===== src/rtl/core/fpas_pkg.sv =====
// Package for the single-precision adder/subtractor.
// Holds the operation codes, field constants and the stage payload types.
package fpas_pkg;

  typedef enum logic [1:0] {
    OP_ADD  = 2'd0,
    OP_SUB  = 2'd1,
    OP_RSUB = 2'd2,
    OP_RSV  = 2'd3
  } op_e;

  localparam logic [31:0] SGN_MASK  = 32'h8000_0000;
  localparam logic [31:0] QUIET_BIT = 32'h0040_0000;
  localparam logic [31:0] DEF_NAN   = 32'h7FC0_0000;
  localparam logic [7:0]  EXP_ALL   = 8'hFF;

  // Payload leaving the front end: aligned significands, or a finished special result.
  typedef struct packed {
    logic        special;
    logic [31:0] spec_res;
    logic        big_s;
    logic        small_s;
    logic [9:0]  exp;
    logic [26:0] hi;
    logic [26:0] lo;
  } align_t;

  // Payload leaving the adder: raw magnitude before normalisation.
  typedef struct packed {
    logic        special;
    logic [31:0] spec_res;
    logic        sign;
    logic [9:0]  exp;
    logic [27:0] acc;
  } sum_t;

  // Payload leaving normalisation: hidden bit at 26, GRS in [2:0].
  typedef struct packed {
    logic        special;
    logic [31:0] spec_res;
    logic        sign;
    logic [9:0]  exp;
    logic [26:0] w;
  } norm_t;

endpackage


===== src/rtl/core/fpas_lzc.sv =====
// Leading-zero counter over the 28-bit sum, as a small priority tree.
// Depends on nothing but its ports.
module fpas_lzc (
  input  logic [27:0] val_i,
  output logic [4:0]  cnt_o
);
  logic [31:0] ext;
  logic [15:0] v16;
  logic [7:0]  v8;
  logic [3:0]  v4;
  logic [1:0]  v2;

  // Halve the search window at each level.
  always_comb begin
    ext       = {val_i, 4'hF};
    cnt_o     = '0;
    cnt_o[4]  = (ext[31:16] == '0);
    v16       = cnt_o[4] ? ext[15:0] : ext[31:16];
    cnt_o[3]  = (v16[15:8] == '0);
    v8        = cnt_o[3] ? v16[7:0] : v16[15:8];
    cnt_o[2]  = (v8[7:4] == '0);
    v4        = cnt_o[2] ? v8[3:0] : v8[7:4];
    cnt_o[1]  = (v4[3:2] == '0);
    v2        = cnt_o[1] ? v4[1:0] : v4[3:2];
    cnt_o[0]  = ~v2[1];
  end
endmodule


===== src/rtl/core/fp32_add_subtract.sv =====
// Top level of the single-precision adder/subtractor, a five-stage pipeline.
// Uses fpas_pkg and the leading-zero counter fpas_lzc.
//
//  channel | signals                                   | direction
//  --------+-------------------------------------------+----------
//  request | in_valid_i, in_stall_o, opcode_i,         | in
//          | operand_a_i, operand_b_i                  |
//  result  | out_valid_o, out_stall_i, sum_bits_o      | out
//
// One request enters per cycle while the pipeline is not stalled; its result
// is valid on the output register of the fifth stage.
// Stages: decode/specials, align, add, normalise, round and pack.
// Reset clears only the valid bits of the stages.
// A stall from the result side holds the output and each full stage with no bubble ahead; a bubble in the
// pipeline is filled while the output waits, so no request is lost.
module fp32_add_subtract
  import fpas_pkg::*;
(
  input  logic        clk_i,
  input  logic        rst_ni,
  input  logic        in_valid_i,
  output logic        in_stall_o,
  input  logic [1:0]  opcode_i,
  input  logic [31:0] operand_a_i,
  input  logic [31:0] operand_b_i,
  output logic        out_valid_o,
  input  logic        out_stall_i,
  output logic [31:0] sum_bits_o
);

  // Valid bits and advance enables, from the output back.
  logic v1_q, v2_q, v3_q, v4_q, v5_q;
  logic en1, en2, en3, en4, en5;

  assign en5 = ~v5_q | ~out_stall_i;
  assign en4 = ~v4_q | en5;
  assign en3 = ~v3_q | en4;
  assign en2 = ~v2_q | en3;
  assign en1 = ~v1_q | en2;
  assign in_stall_o = ~en1;

  always_ff @(posedge clk_i or negedge rst_ni) begin
    if (!rst_ni) begin
      v1_q <= 1'b0; v2_q <= 1'b0; v3_q <= 1'b0; v4_q <= 1'b0; v5_q <= 1'b0;
    end else begin
      if (en1) v1_q <= in_valid_i;
      if (en2) v2_q <= v1_q;
      if (en3) v3_q <= v2_q;
      if (en4) v4_q <= v3_q;
      if (en5) v5_q <= v4_q;
    end
  end

  // ---------------- Stage 1: operand selection, specials, exponent order.
  typedef struct packed {
    logic        special;
    logic [31:0] spec_res;
    logic        big_s;
    logic        small_s;
    logic [9:0]  exp;
    logic [23:0] big_m;
    logic [23:0] small_m;
    logic [4:0]  gap;
    logic        far;
  } dec_t;

  dec_t s1_d, s1_q;
  logic [31:0] p, q;
  logic p_nan, q_nan, p_inf, q_inf, p_zero, q_zero, p_sub, q_sub;
  logic [9:0] pe, qe;
  logic [23:0] pm, qm;
  logic [9:0] diff;
  logic swap;

  always_comb begin
    unique case (op_e'(opcode_i))
      OP_SUB:  begin p = operand_a_i; q = operand_b_i ^ SGN_MASK; end
      OP_RSUB: begin p = operand_b_i; q = operand_a_i ^ SGN_MASK; end
      default: begin p = operand_a_i; q = operand_b_i; end
    endcase
    p_nan  = (p[30:23] == EXP_ALL) && (p[22:0] != '0);
    q_nan  = (q[30:23] == EXP_ALL) && (q[22:0] != '0);
    p_inf  = (p[30:23] == EXP_ALL) && (p[22:0] == '0);
    q_inf  = (q[30:23] == EXP_ALL) && (q[22:0] == '0);
    p_zero = (p[30:0] == '0);
    q_zero = (q[30:0] == '0);
    p_sub  = (p[30:23] == '0);
    q_sub  = (q[30:23] == '0);
    // Subnormals use exponent 1 with no hidden bit; same value as normalising.
    pe = p_sub ? 10'd1 : {2'b00, p[30:23]};
    qe = q_sub ? 10'd1 : {2'b00, q[30:23]};
    pm = {~p_sub, p[22:0]};
    qm = {~q_sub, q[22:0]};

    s1_d.special  = 1'b1;
    s1_d.spec_res = '0;
    if (p_nan)                s1_d.spec_res = p | QUIET_BIT;
    else if (q_nan)           s1_d.spec_res = q | QUIET_BIT;
    else if (p_inf && q_inf)  s1_d.spec_res = (p[31] ^ q[31]) ? DEF_NAN : p;
    else if (p_inf)           s1_d.spec_res = p;
    else if (q_inf)           s1_d.spec_res = q;
    else if (p_zero && q_zero) s1_d.spec_res = {p[31] & q[31], 31'd0};
    else if (p_zero)          s1_d.spec_res = q;
    else if (q_zero)          s1_d.spec_res = p;
    else                      s1_d.special = 1'b0;

    swap = (pe < qe);
    diff = swap ? (qe - pe) : (pe - qe);
    s1_d.big_s   = swap ? q[31] : p[31];
    s1_d.small_s = swap ? p[31] : q[31];
    s1_d.exp     = swap ? qe : pe;
    s1_d.big_m   = swap ? qm : pm;
    s1_d.small_m = swap ? pm : qm;
    s1_d.far     = (diff > 10'd27);
    s1_d.gap     = diff[4:0];
  end

  always_ff @(posedge clk_i) begin
    if (en1) s1_q <= s1_d;
  end

  // ---------------- Stage 2: alignment shift with sticky.
  align_t s2_d, s2_q;
  logic [26:0] lo_w;
  logic [26:0] lo_sh;
  logic [26:0] lost_mask;

  always_comb begin
    lo_w      = {s1_q.small_m, 3'b000};
    lo_sh     = lo_w >> s1_q.gap;
    lost_mask = ~(27'h7FF_FFFF << s1_q.gap);
    s2_d.special  = s1_q.special;
    s2_d.spec_res = s1_q.spec_res;
    s2_d.big_s    = s1_q.big_s;
    s2_d.small_s  = s1_q.small_s;
    s2_d.exp      = s1_q.exp;
    s2_d.hi       = {s1_q.big_m, 3'b000};
    if (s1_q.far) s2_d.lo = 27'd1;
    else s2_d.lo = lo_sh | {26'd0, (lo_w & lost_mask) != '0};
  end

  always_ff @(posedge clk_i) begin
    if (en2) s2_q <= s2_d;
  end

  // ---------------- Stage 3: add or subtract magnitudes.
  sum_t s3_d, s3_q;

  always_comb begin
    s3_d.special  = s2_q.special;
    s3_d.spec_res = s2_q.spec_res;
    s3_d.exp      = s2_q.exp;
    s3_d.sign     = s2_q.big_s;
    if (s2_q.big_s == s2_q.small_s) begin
      s3_d.acc = {1'b0, s2_q.hi} + {1'b0, s2_q.lo};
    end else if (s2_q.hi < s2_q.lo) begin
      s3_d.acc  = {1'b0, s2_q.lo - s2_q.hi};
      s3_d.sign = s2_q.small_s;
    end else begin
      s3_d.acc = {1'b0, s2_q.hi - s2_q.lo};
    end
    // Exact cancellation gives +0.
    if (s3_d.acc == '0) s3_d.sign = 1'b0;
  end

  always_ff @(posedge clk_i) begin
    if (en3) s3_q <= s3_d;
  end

  // ---------------- Stage 4: normalise; left shift limited to the subnormal floor.
  norm_t s4_d, s4_q;
  logic [4:0] lz;
  logic [9:0] room;
  logic [4:0] lsh;

  fpas_lzc u_lzc (
    .val_i (s3_q.acc),
    .cnt_o (lz)
  );

  always_comb begin
    s4_d.special  = s3_q.special;
    s4_d.spec_res = s3_q.spec_res;
    s4_d.sign     = s3_q.sign;
    room = s3_q.exp - 10'd1;
    s4_d.exp = s3_q.exp;
    s4_d.w   = s3_q.acc[26:0];
    lsh      = '0;
    if (s3_q.acc[27]) begin
      s4_d.w   = s3_q.acc[27:1] | {26'd0, s3_q.acc[0]};
      s4_d.exp = s3_q.exp + 10'd1;
    end else if (s3_q.acc != '0) begin
      // Shift to bit 26 but never below exponent 1.
      lsh = ({5'd0, lz} - 10'd1 > room) ? room[4:0] : lz - 5'd1;
      s4_d.w   = s3_q.acc[26:0] << lsh;
      s4_d.exp = s3_q.exp - {5'd0, lsh};
    end
  end

  always_ff @(posedge clk_i) begin
    if (en4) s4_q <= s4_d;
  end

  // ---------------- Stage 5: round to nearest even and pack.
  logic [31:0] res_d, res_q;
  logic [24:0] m_rnd;
  logic [9:0]  e_rnd;
  logic        up;

  always_comb begin
    up    = s4_q.w[2] & (s4_q.w[1] | s4_q.w[0] | s4_q.w[3]);
    m_rnd = {1'b0, s4_q.w[26:3]} + {24'd0, up};
    e_rnd = s4_q.exp;
    if (m_rnd[24]) begin
      m_rnd = m_rnd >> 1;
      e_rnd = e_rnd + 10'd1;
    end
    if (s4_q.special) res_d = s4_q.spec_res;
    else if (s4_q.w == '0) res_d = {s4_q.sign, 31'd0};
    else if (e_rnd >= 10'd255) res_d = {s4_q.sign, EXP_ALL, 23'd0};
    else if (!m_rnd[23]) res_d = {s4_q.sign, 8'd0, m_rnd[22:0]};
    else res_d = {s4_q.sign, e_rnd[7:0], m_rnd[22:0]};
  end

  always_ff @(posedge clk_i) begin
    if (en5) res_q <= res_d;
  end

  assign out_valid_o = v5_q;
  assign sum_bits_o  = res_q;

`ifndef ASSERT_OFF
  // A held result stays put while stalled.
  a_hold: assert property (@(posedge clk_i) disable iff (!rst_ni)
    out_valid_o && out_stall_i |=> out_valid_o && $stable(sum_bits_o))
    else $error("result changed under stall");
  // The input side only stalls when the whole pipe is full and blocked.
  a_stall: assert property (@(posedge clk_i) disable iff (!rst_ni)
    in_stall_o |-> v1_q && v2_q && v3_q && v4_q && v5_q && out_stall_i)
    else $error("spurious input stall");
  // A normal result leaves normalisation with its hidden bit set or at minimum exponent.
  a_norm: assert property (@(posedge clk_i) disable iff (!rst_ni)
    v4_q && !s4_q.special && s4_q.w != '0 |-> s4_q.w[26] || s4_q.exp == 10'd1)
    else $error("normalisation left the significand unaligned");
`endif

endmodule


===== config.mk =====
export PLATFORM = sky130hd
export DESIGN_NAME = fp32_add_subtract
export DESIGN_NICKNAME = d
export VERILOG_FILES = /design/src/rtl/core/fpas_pkg.sv /design/src/rtl/core/fpas_lzc.sv /design/src/rtl/core/fp32_add_subtract.sv
export SDC_FILE = /design/constraint.sdc
export NUM_CORES = 1
export LEC_CHECK = 0
export BUFFER_PORTS_ARGS = -buffer_cell sky130_fd_sc_hd__clkbuf_2
export CORE_MARGIN = 2
export CORE_UTILIZATION = 50
export DETAILED_ROUTE_END_ITERATION = 8
export PLACE_DENSITY_LB_ADDON = 0.1
export SLEW_MARGIN = 20
export SYNTH_ARGS = -nofsm -noshare
export SYNTH_HDL_FRONTEND = slang
export SYNTH_SLANG_ARGS = --single-unit

===== constraint.sdc =====
create_clock -name clk_i -period 12.1 [get_ports clk_i]
set_input_delay 2.42 -clock clk_i [delete_from_list [all_inputs] [get_ports clk_i]]
set_output_delay 2.42 -clock clk_i [all_outputs]
set_load 0.1 [all_outputs]

==> summary.txt <==
Run status
  • Outcome: complete, no violations

Timing
  • Final Hold Viols: 0
  • Min cycle time layout: 8480 ps
  • Final setup viols: 0
  • RSZ-0062 raised after global routing: false
  • Final Cycle Share: 70.1%
  • Clock skew: 16.8 ps
  • Hold WS: 414 ps
  • Worst-margin pin slew: 1060 ps
  • Fmax: 0.118 GHz
  • Slew Limit Headroom: 29.3%
  • Setup TNS: 0 ps
  • Final Max Slew Viols: 0

Synthesis
  • Area share of the largest cell type after synthesis: 47.3%
  • Synth Flop Type: edfxtp_1
  • Mux cell area share after synthesis: 9.01%
  • Syn Area/Cell: 10.5 um^2
  • Largest family of logic cells by synthesized area: compound AO/OA/AOI/OAI gates
  • Post-synthesis instance area: 23,100 um^2
  • Complex-gate fraction of the synthesized area: 16.2%
  • Flip-flop and latch count after synthesis: 369
  • Mapped Cells: 2,204
  • Synth Area in Simple Gates: 14.1%
  • Post-synth EDFFs: 364
  • Post-synthesis adder-cell area fraction: 6.33%
  • Post-synth ARST share: 1.36%
  • XOR/XNOR Fraction of Synth Area: 2.42%
  • Post-synth cell types: 95
  • Synth Warn #: 0
  • Cell taking the most area after synthesis: edfxtp_1
  • Register area share after synthesis: 47.8%
  • Syn_nets: 2,388
  • Synth area leaders: edfxtp_1 47%, mux2i_1 7.1%, ha_1 5.9%

Clock network
  • CTS buffer count: 40
  • Worst-skew pair later-pin latency: 560 ps
  • Post-CTS setup buffer count: 0
  • PostCTS Resize Cnt: 0
  • Sink Count: 369
  • Hold Buf Count CTS: 0
  • Worst-path clk slew: 60 ps
  • CTS root buf: clkbuf_16
  • CTS Buffer Depth: 3
  • # H-tree levels: 2
  • TritonCTS clock tree: done

Job
  • Max-capacitance violation count: 0

Drt
  • Routed Antenna Nets: 0
  • Pre-antenna DRT Iters: 6
  • Total wire length: 66,000 um
  • DR iter-0 viols: 1,829
  • Via count: 17,900
  • DR vias/cell: 6.21
  • Drt wl/cell: 22.9 um
  • Post-route DRC violation count: 0

Global routing
  • Vias in the first global route: 17,300
  • Initial antenna violation count: 1
  • GRT Total Usage: 27.5%
  • First-pass GRT wire length: 101,000 um
  • Largest net degree at the start of global routing: 72
  • Gr ovfl total: 0

Die
  • Cell Rows: 78
  • Die ar.: 48,000 um^2
  • Ports: 104
  • Die height: 219 um
  • CORE AREA: 45,500 um^2
  • Initial core utilization: 50.9%
  • Chip width: 219 um

Worst setup path
  • Slowest CP cell: nand2_2
  • CP max FO: 41
  • Startpoint class of the critical path: input port
  • Slowest Stage Delay on Critical Path: 720 ps
  • CP required: 12,410 ps
  • Arrival time worst endpoint: 8790 ps
  • Top delay family on crit path: compound AO/OA/AOI/OAI gates
  • Crit Path Class: in2reg
  • CP Buf/Inv Count: 6
  • CP Capture Type: register

Placement
  • Final HPWL DP: 48,800 um
  • Gpl congestion: 0.921
  • IO buf count: 103

Finish
  • Area Growth Syn to Fin: 10.1%
  • Final #Nets: 2,435
  • Share of post-route cells with drive strength above 1: 11.2%
  • Antenna cell count: 0

Power
  • Sequential share of power: 34.0%
  • LEAKAGE: 0.0101 uW
  • Combinational Power Share: 47.7%
  • IR drop worst, VDD: 0.224 mV
  • Clk pwr share: 18.3%
  • Sw Ratio: 44.1%
  • Net Sw Power: 2970 uW
  • Pwr/cell area: 265 nW/um^2
  • P_int: 3770 uW

Min path
  • Worst min path class: reg2reg
cells in the mapped netlist, types with 14 or more instances:
library cell    n
o21ai_0       109
a22oi_1        28
or3_1          20
buf_2          23
a21o_1         32
nor3_1         49
and3_1         15
mux2i_1       163
ha_1          109
nor2_1        190
a22o_1         14
nor4_1         31
nand2b_1       19
or4_1          18
nand4_1        27
a21oi_1       138
xor2_1         23
o211ai_1       21
nand3_1        45
o21a_1         16
edfxtp_1      364
o22ai_1        35
nor2b_1        35
a31oi_1        21
inv_1         122
xnor2_1        41
a211oi_1       43
nand2_1       151
clkbuf_1       79
power groups by stage:
stage               registers [uW]  clock network [uW]  logic [uW]
finish                        2290                1240        3210
global route                  2330                1310        3500
CTS                           2280                1260        3170
detailed placement            2310                   0        3160
global placement              2300                   0        3130
floorplan                     2340                   0        2200
registers in the layout (all words and copies together), names as in the netlist:
name / cells
s1_q: 73
v3_q: 1
out_valid_o: 1
s4_q: 71
lo_w: 24
sum_bits_o: 32
v4_q: 1
s3_q: 70
v2_q: 1
s2_q: 94
v1_q: 1
metrics by stage:
stage	cells	setup WS (ps)	util (%)	power [uW]	instance area [um^2]
floorplan	2204	2230	-	4540	23100
global placement	2809	3220	53.0	5440	24100
detailed placement	2809	3140	53.0	5470	24100
CTS	2880	3710	56.0	6720	25500
global route	2880	3080	56.0	7140	25500
finish	2880	3620	56.0	6740	25500
cells by family after synthesis:
group	count (synthesis)
mux	191
fa+ha+maj	114
flops	369
simple gates	659
xor+xnor	64
compound gates	564
buf+inv	243
area by class of cell:
type | count | area [um^2]
clock buffers | 47 | 1050
clock inverters | 24 | 284
fillers | 4019 | 20000
inverters | 123 | 462
multi-input cells | 1592 | 11200
flip-flops and latches | 369 | 11100
well taps | 600 | 751
repair buffers | 125 | 681
layout by cell type, fill, tap and decap left out, types with 21 or more instances in the layout:
cell type / Yosys / final
a21o_1: 32 / 32
nand4_1: 27 / 27
o211ai_1: 21 / 21
ha_1: 109 / 108
edfxtp_1: 364 / 364
a21oi_1: 138 / 137
a211oi_1: 43 / 43
nor2_1: 190 / 188
o22ai_1: 35 / 35
xnor2_1: 41 / 40
nor2b_1: 35 / 35
mux2i_1: 163 / 163
inv_1: 122 / 121
a22oi_1: 28 / 28
buf_4: 6 / 22
xor2_1: 23 / 22
a31oi_1: 21 / 21
nand3_1: 45 / 44
o21ai_0: 109 / 109
nor4_1: 31 / 31
nor3_1: 49 / 49
clkbuf_2: 0 / 103
nand2_1: 151 / 149
clkbuf_16: 0 / 41
routing by layer:
layer / vias to the layer above / global-route usage, % / share of wire (%)
met5: - / 0 / 0
met4: 0 / 8.78 / 3.1
met3: 141 / 4.16 / 6.3
met2: 703 / 45.3 / 47
met1: 8638 / 37.6 / 43
li1: 8398 / - / -
final timing paths:
| check | from | to | slack, ps | cells after the start |
|---|---|---|---|---|
| setup / recovery | opcode_i[0] | s1_q[0]$_DFFE_PN_ | 3620 | 26 |
| hold / removal | s1_q[94]$_DFFE_PN_ | s2_q[94]$_DFFE_PP_ | 410 | 0 |
| setup reg to reg | s3_q[14]$_DFFE_PP_ | s4_q[33]$_DFFE_PP_ | 4930 | 22 |
| hold reg to reg | s1_q[94]$_DFFE_PN_ | s2_q[94]$_DFFE_PP_ | 410 | 0 |
| max in group asynchronous | rst_ni | v2_q$_DFFE_PN0P_ | 10290 | 1 |
| min in group asynchronous | rst_ni | v3_q$_DFFE_PN0P_ | 1660 | 1 |
Note: power is estimated with default switching activity, not from simulation.
